### src/sv/stte_pkg.sv
// ----------------------------------------------------------------------------
// stte_pkg: shared types and constants for the taint tag engine
// Command codes, register indexes, field widths and the controller/datapath
// command and status bundles.
// ----------------------------------------------------------------------------
package stte_pkg;

  localparam int ADDR_W     = 32;
  localparam int CMD_W      = 3;
  localparam int CFG_IDX_W  = 3;
  localparam int CFG_DATA_W = 32;
  localparam int TAG_W      = 8;
  localparam int BYTE_SHIFT = 3;          // eight tag bits per tag byte
  localparam logic [BYTE_SHIFT-1:0] BIT_MASK = 3'h7;

  // Commands
  localparam logic [CMD_W-1:0] CMD_COPY = 3'd0;
  localparam logic [CMD_W-1:0] CMD_FILL = 3'd1;
  localparam logic [CMD_W-1:0] CMD_READ = 3'd2;
  localparam logic [CMD_W-1:0] CMD_MARK = 3'd3;
  localparam logic [CMD_W-1:0] CMD_REG  = 3'd4;

  // Configuration register indexes
  localparam logic [CFG_IDX_W-1:0] REG_RAM_BASE   = 3'd0;
  localparam logic [CFG_IDX_W-1:0] REG_PERI_BASE  = 3'd1;
  localparam logic [CFG_IDX_W-1:0] REG_PERI_SIZE  = 3'd2;
  localparam logic [CFG_IDX_W-1:0] REG_FLASH_BASE = 3'd3;
  localparam logic [CFG_IDX_W-1:0] REG_FLASH_SIZE = 3'd4;

  // Controller -> datapath
  typedef struct packed {
    logic clear;   // write zero at the sweep pointer
    logic load;    // capture an input beat
    logic look;    // read tags, evaluate windows and list
    logic exec;    // update tags and run state, load result
  } ctl_cmd_t;

  // Datapath -> controller
  typedef struct packed {
    logic clear_done;  // sweep pointer at last tag byte
    logic out_free;    // result register can take a new beat
  } dp_stat_t;

endpackage

### src/sv/stte_ctrl.sv
// ----------------------------------------------------------------------------
// stte_ctrl: sequencing state machine
// Clear sweep after reset, then load / look / exec per input beat.
// ----------------------------------------------------------------------------
module stte_ctrl import stte_pkg::*; (
  input  logic     clk,
  input  logic     rst_n,
  input  logic     in_valid,
  output logic     in_ready,
  input  dp_stat_t stat,
  output ctl_cmd_t ctl
);

  typedef enum logic [3:0] {
    ST_CLEAR = 4'b0001,
    ST_IDLE  = 4'b0010,
    ST_LOOK  = 4'b0100,
    ST_EXEC  = 4'b1000
  } state_t;

  state_t state_r, state_nxt;

  always_comb begin
    state_nxt = state_r;
    ctl       = '0;
    in_ready  = 1'b0;
    case (state_r)
      ST_CLEAR: begin
        ctl.clear = 1'b1;
        if (stat.clear_done) state_nxt = ST_IDLE;
      end
      ST_IDLE: begin
        in_ready = 1'b1;
        if (in_valid) begin
          ctl.load  = 1'b1;
          state_nxt = ST_LOOK;
        end
      end
      ST_LOOK: begin
        ctl.look  = 1'b1;
        state_nxt = ST_EXEC;
      end
      ST_EXEC: begin
        // hold until the result register has room
        if (stat.out_free) begin
          ctl.exec  = 1'b1;
          state_nxt = ST_IDLE;
        end
      end
      default: state_nxt = ST_CLEAR;
    endcase
  end

  always_ff @(posedge clk) begin
    if (!rst_n) state_r <= ST_CLEAR;
    else        state_r <= state_nxt;
  end

  a_exec_needs_room: assert property (@(posedge clk) disable iff (!rst_n)
    ctl.exec |-> stat.out_free)
    else $error("exec issued while result register full");

  a_clear_exit: assert property (@(posedge clk) disable iff (!rst_n)
    (state_r == ST_CLEAR && !stat.clear_done) |=> state_r == ST_CLEAR)
    else $error("left clear sweep early");

  a_look_then_exec: assert property (@(posedge clk) disable iff (!rst_n)
    ctl.load |=> ctl.look ##1 (state_r == ST_EXEC))
    else $error("load not followed by look and exec");

endmodule

### config.mk
export PLATFORM = sky130hd
export DESIGN_NAME = stte_ctrl
export DESIGN_NICKNAME = d
export VERILOG_FILES = /design/src/sv/stte_pkg.sv /design/src/sv/stte_ctrl.sv
export SDC_FILE = /design/constraint.sdc
export NUM_CORES = 1
export LEC_CHECK = 0
export BUFFER_PORTS_ARGS = -buffer_cell sky130_fd_sc_hd__buf_2
export CAP_MARGIN = 20
export CORE_AREA = 5 5 42 44
export CTS_CLUSTER_SIZE = 12
export DETAILED_ROUTE_END_ITERATION = 10
export DIE_AREA = 0 0 47 49
export GPL_ROUTABILITY_DRIVEN = 0
export MAX_ROUTING_LAYER = met4
export PLACE_DENSITY = 0.34
export SLEW_MARGIN = 20
export SYNTH_ARGS = -nofsm -noshare
export SYNTH_HDL_FRONTEND = slang
export SYNTH_SLANG_ARGS = --single-unit
export TNS_END_PERCENT = 20
### constraint.sdc
create_clock -name clk -period 3.64 [get_ports clk]
set_clock_uncertainty 0.15 [all_clocks]
set_input_delay 0.91 -clock clk [delete_from_list [all_inputs] [get_ports clk]]
set_output_delay 0.91 -clock clk [all_outputs]
set_load 0.01 [all_outputs]
# ---- Word level (Yosys, flattened, before mapping)
# Index checks and enable logic that the tools add are counted.
dict set report word_totals {
  reg_bits 4
  rom_bits 0
  latchBits 0
  memories 0
  ram_bits 0
  word_cells 20
  in_bits 5
  output_inout_bits 5
}
dict set report classes {
  eq_ne 7
  n_div 0
  n_lt_le_gt_ge 0
  addsub 0
  reduce_logical 1
  bitwise_logic 0
  n_shift 0
  mul 0
  mux 11
}
# op count
set op_table {}
lappend op_table {{one-hot mux 4 bit (4 select lines)} 1}
lappend op_table {{2-to-1 mux 4 bit} 3}
lappend op_table {{2-to-1 mux 1 bit} 7}
lappend op_table {{!= test 2 bit (second input constant)} 3}
lappend op_table {{== test 4 x 1 -> 1 bit (second input constant)} 1}
lappend op_table {{== test 4 x 2 -> 1 bit (second input constant)} 1}
lappend op_table {{== test 4 x 3 -> 1 bit (second input constant)} 1}
lappend op_table {{== test 4 bit (second input constant)} 1}
lappend op_table {{AND reduction 3 bit} 1}

# ---- Logic depth before layout (Yosys ltp)
# Gate-level depths: netlist of run 1.
dict set report logic_depth {
  depth_word 3
  mapped_depth 4
  ltp_nobuf 3
}

# ---- Worst setup path after synthesis of run 1
# OpenSTA, ideal clock, no wires.
dict set report synth_path {
  kind {input to output}
  from {input port stat[0] (netlist name)}
  to {output port ctl[0] (netlist name)}
  cell_stages 2
  arrival_ps 1156
  path_buffers 0
  slack_ps 1424
  required_ps 2580
  cell_sequence {nand3_1 -> nor2_1}
}
# item line
set synth_lines {}
lappend synth_lines {{start, declared} stte_ctrl.sv:10} ;# input dp_stat_t stat,
lappend synth_lines {{end, declared} stte_ctrl.sv:11} ;# output ctl_cmd_t ctl

==> results.py, run 1 <==
metrics = {
    "outcome": {
        "outcome": "completed",
    },
    "critical_path": {
        "setup.worst_path.end": "ctl[0]",
        "reg2reg_setup_slack_ns": 2.37,
        "startpoint": "stat[0]",
        "r2r_cells": 3,
        "r2r-end": "state_r[0]",
        "r2r-start": "state_r[0]",
        "cp_max_fo": 2,
        "worstSetupStartpointType": "input port",
        "crit_path_end_kind": "output port",
        "critical_path_required_ns": 2.58,
        "path_class": "input port to output port",
        "arrival_ns": 1.35,
    },
    "route": {
        "routed_wl_um": 641,
        "wl_per_cell_um": 12.09,
        "drc": 0,
        "first_iter_violations": 5,
        "antenna_left": 0,
        "drt_pass1_iterations": 4,
        "vias": 237,
        "viasPerCell": 4.472,
    },
    "logic_synthesis": {
        "ys_seq_area_share_pct": 32.32,
        "synthFlopType": "dfxtp_1",
        "synthCells": 26,
        "syn_nets": 31,
        "syn_area_per_cell_um2": 9.528,
        "synth_commonest_cells": "dfxtp_1 (4), and3_1 (2), nand2b_1 (2), nor2_1 (2)",
        "synth_cell_types": 20,
        "synth_top_cell_by_area": "dfxtp_1",
        "synth_top_area_share_pct": 32.32,
        "syn_area_um2": 247.7,
        "synth_most_common_cell": "dfxtp_1",
        "async_reset_ff_share_pct": 0,
        "synth-seq-cells": 4,
        "yosys-top-cells-area": "dfxtp_1 (32%), nor3b_4 (7.6%), nor4b_2 (6.1%)",
        "synth-edff-count": 0,
        "yosysWarnings": 0,
    },
    "die": {
        "die_width_um": 47,
        "start_util_pct": 17.68,
        "fp.dieArea_um2": 2303,
        "core-area_um2": 1401,
        "rows": 14,
        "ioPinCount": 10,
        "die_y_um": 49,
    },
    "timing": {
        "relSlewSlack_pct": 75.85,
        "hold_viol_final": 0,
        "fin_crit_ns": 2.413,
        "finalMaxSlewViolations": 0,
        "whs_ns": 0.5137,
        "setup_viol": 0,
        "fin_ws_ns": 1.227,
        "finalSetupTns_ns": 0,
        "worst_pin_slew_ns": 0.3618,
        "min_period_over_period_pct": 66.28,
        "fmax_ghz": 0.4145,
        "rsz0062_at_grt": "no",
    },
    "clock_tree": {
        "htree_levels": 1,
        "cts_sinks": 4,
        "cts_hold_buf": 0,
        "cts-root-buf": "clkbuf_4",
        "cts_buffers": 3,
        "post_cts_resized": 0,
        "clockBufferDepth": 2,
        "clk_pin_slew_worst_paths_ns": 0.04,
        "cts_setup_buffers": 0,
        "clk_latency_ns": 0.24,
        "cts_tree": "yes",
    },
    "cells_and_area": {
        "areaGrowthSynthToFinish_pct": 32.32,
        "final_nets": 44,
        "stdcell_count": 53,
        "diodes": 0,
        "multiInputGateArea_um2": 160.2,
        "top_register": "state_r",
        "largestRegisters": "state_r x4",
        "fin_area_um2": 327.8,
        "largest_register_ffs": 4,
        "area.sequential_um2": 80.08,
        "num-fill-cells": 167,
        "layout-drive-gt1-share_pct": 45.95,
    },
    "global_route": {
        "grt_pass1_vias": 254,
        "overflow": 0,
        "grt_usage_pct": 6.575,
        "grt_max_degree": 10,
        "grt_pass1_wl_mm": 1.014,
        "antenna_found_initial": 0,
    },
    "placed_design": {
        "placed_cell_area_um2": 305.3,
        "place_ws_ns": 1.240,
        "port_buffers": 9,
        "placed_cells_incl_taps": 50,
        "dpl.hpwl_um": 497.5,
    },
    "pwr": {
        "vdd_drop_max_mv": 0.1261,
        "power.leakage_nw": 0.1434,
        "p_per_area_nw_per_um2": 368.1,
    },
    "run": {
        "drv_cap": 0,
    },
    "hold_path": {
        "hold_depth": 2,
        "min_from": "state_r[3]",
        "hp-class": "flop to flop",
    },
}
[how the worst min path moves through the flow]
stage	to	slack, ns
2_1_floorplan	state_r[1]	0.46
3_3_place_gp	state_r[1]	0.50
3_5_place_dp	state_r[1]	0.50
4_1_cts	state_r[1]	0.52
5_1_grt	state_r[1]	0.57
6_report	state_r[1]	0.51
[power by group]
group	internal [mW]	total [mW]	switching [mW]
registers	0.0458	0.0488	0.00298
clock network	0.0371	0.0577	0.0207
logic	0.00773	0.0142	0.00647
[placed cells by master, fill, tap and decap left out, drive strengths merged]
cell,n
nor2b,2
buf,9
nand2,1
o21bai,1
dfxtp,4
and3b,1
and3,2
nor3,1
nand2b,2
mux2i,1
nand3,1
o31a,1
nor4b,2
a21oi,1
nor3b,2
nor2,2
clkbuf,3
and2,1
[per-stage QoR]
| stage | power, mW | utilization (%) |
|---|---|---|
| after floorplan | 0.05712 | - |
| after global placement | 0.06313 | 21.79 |
| after detailed placement | 0.06380 | 21.79 |
| after CTS | 0.1232 | 23.39 |
| after global routing | 0.1267 | 23.39 |
| final | 0.1207 | 23.39 |
[critical path, stage by stage]
cell	delay [ns]
buf_2	0.08
nand3_1	0.09
nor2_1	0.13
buf_2	0.14
[final cells by class]
cell class,instances,share of cell area [%]
sequential,4,24.43
tap,16,6.107
multi-input combinational,21,48.86
clock buffer,3,6.870
timing repair buffer,9,13.74
[layer usage]
| metal | global-route usage (%) | routed length, um | vias up | part of all wire (%) |
|---|---|---|---|---|
| li1 | - | - | 117 | - |
| met1 | 5.507 | 229 | 111 | 36 |
| met2 | 9.955 | 369 | 7 | 58 |
| met3 | 3.321 | 26 | 2 | 4.1 |
| met4 | 5.991 | 16 | 0 | 2.5 |
| met5 | - | 0 | - | 0 |
[cell families (layout without fill, tap and decap cells)]
group | after synthesis | after routing | share of synthesized area [%]
AO/OA/AOI/OAI | 3 | 3 | 8.586
flip-flops | 4 | 4 | 32.32
multiplexers | 1 | 1 | 4.041
AND/OR/NAND/NOR | 17 | 17 | 52.02
buffers and inverters | 1 | 12 | 3.031
Power figures use the tool's default switching activity.
==> run 2: changes to the inputs <==
Clock period 3.64 ns to 2.53 ns, I/O delays scaled along.
==> run 2 against run 1 <==
Global-route usage down 0.43 points; sequential share of layout area unchanged; flip-flop and latch count unchanged; critical path type is now flop to output port; worst setup slack worse by 0.77 ns; via count up 0.42%; hold slack worse by 0.013 ns.
==> results.py, run 2 (same netlist as run 1, synthesis figures left out) <==
metrics = {
    "die": {
        "start_util_pct": 17.68,
        "die_y_um": 49,
        "rows": 14,
        "ioPinCount": 10,
        "die_width_um": 47,
        "core-area_um2": 1401,
        "fp.dieArea_um2": 2303,
    },
    "cells_and_area": {
        "layout_commonest_cell": "buf_2",
        "diodes": 0,
        "top_register": "state_r",
        "fin_area_um2": 327.8,
        "final_nets": 44,
        "fin_util_pct": 23.39,
        "stdcell_count": 53,
        "largestRegisters": "state_r x4",
        "largest_register_ffs": 4,
        "areaGrowthSynthToFinish_pct": 32.32,
        "final_cell_mix": "buf_2 (9), dfxtp_1 (4), clkbuf_4 (3)",
        "layout-drive-gt1-share_pct": 45.95,
    },
    "clock_tree": {
        "clk_pin_slew_worst_paths_ns": 0.04,
        "clk_latency_ns": 0.23,
        "cts_buffers": 3,
        "cts-root-buf": "clkbuf_4",
        "clockBufferDepth": 2,
        "htree_levels": 1,
        "cts_hold_buf": 0,
        "post_cts_resized": 0,
        "cts_sinks": 4,
        "cts_tree": "yes",
        "cts_setup_buffers": 0,
    },
    "critical_path": {
        "path_class": "flop to output port",
        "r2r-start": "state_r[0]",
        "critPathBufInv": 1,
        "arrival_ns": 1.29,
        "crit_path_end_kind": "output port",
        "critical_path_required_ns": 1.75,
        "worstSetupStartpointType": "flop",
        "cp_max_fo": 6,
        "crit_family": "simple AND/OR/NAND/NOR gates",
        "crit_chain": "nor2b_2 -> nor3b_4 -> and2_2 -> buf_2",
        "crit_slowest_cell": "dfxtp_1",
        "startpoint": "state_r[1]",
        "critPathMaxStageDelay_ns": 0.40,
    },
    "pwr": {
        "power_mw": 0.1676,
        "vdd_drop_max_mv": 0.2236,
        "p_per_area_nw_per_um2": 511.3,
        "power.leakage_nw": 0.1434,
    },
    "route": {
        "vias": 238,
        "antenna_left": 0,
        "drt_pass1_iterations": 4,
        "wl_per_cell_um": 11.36,
        "viasPerCell": 4.491,
        "routed_wl_um": 602,
        "drc": 0,
        "first_iter_violations": 3,
    },
    "timing": {
        "setup_viol": 0,
        "whs_ns": 0.5007,
        "finalMaxSlewViolations": 0,
        "worst_pin_slew_ns": 0.3586,
        "rsz0062_at_grt": "no",
        "fin_ws_ns": 0.4556,
        "relSlewSlack_pct": 76.06,
        "finalSetupTns_ns": 0,
        "fmax_ghz": 0.4821,
        "fin_crit_ns": 2.074,
        "min_period_over_period_pct": 81.99,
        "hold_viol_final": 0,
    },
    "hold_path": {
        "hp-class": "input port to flop",
        "min_from": "in_valid",
    },
    "run": {
        "drv_cap": 0,
    },
    "outcome": {
        "outcome": "completed",
    },
    "placed_design": {
        "port_buffers": 9,
        "placed_cells_incl_taps": 50,
        "place_ws_ns": 0.6828,
        "placed_cell_area_um2": 305.3,
        "dpl.hpwl_um": 472.8,
    },
    "global_route": {
        "antenna_found_initial": 0,
        "grt_pass1_vias": 218,
        "grt_max_degree": 10,
        "grt_pass1_wl_um": 910,
        "overflow": 0,
        "grt_usage_pct": 6.142,
    },
}
## run 2: per-layer routing
metal / up-vias / track usage, % / wire length (um) / share of wire (%)
met4: 0 / 1.382 / 0 / 0
met1: 119 / 4.626 / 193 / 32
met3: 0 / 6.642 / 44 / 7.3
met2: 4 / 9.729 / 363 / 60
met5: - / - / 0 / 0
li1: 115 / - / - / -
## run 2: worst reg2reg max path, stage by stage, from the launching register on
cell and delay (ns):
dfxtp_1 0.42, and3b_2 0.23, nor3_1 0.05, o31a_1 0.29
## run 2: final cells by class
type,instances,area (um2)
timing repair buffer,9,45.04
tap,16,20.02
multi-input combinational,21,160.2
fill,163,1074
sequential,4,80.08
clock buffer,3,22.52
## run 2: where the power goes
part | internal, mW | switching (mW)
sequential | 0.0660 | 0.00394
combinational | 0.0111 | 0.00918
clock | 0.0529 | 0.0244
total | 0.130 | 0.0375
## run 2: path summary, 6_finish.rpt
check	end	slack [ns]	cells past startpoint
worst max-delay path	ctl[2]	0.46	4
worst min-delay path	state_r[2]	0.50	2
worst max register to register	state_r[0]	1.28	3
worst min register to register	state_r[1]	0.52	2
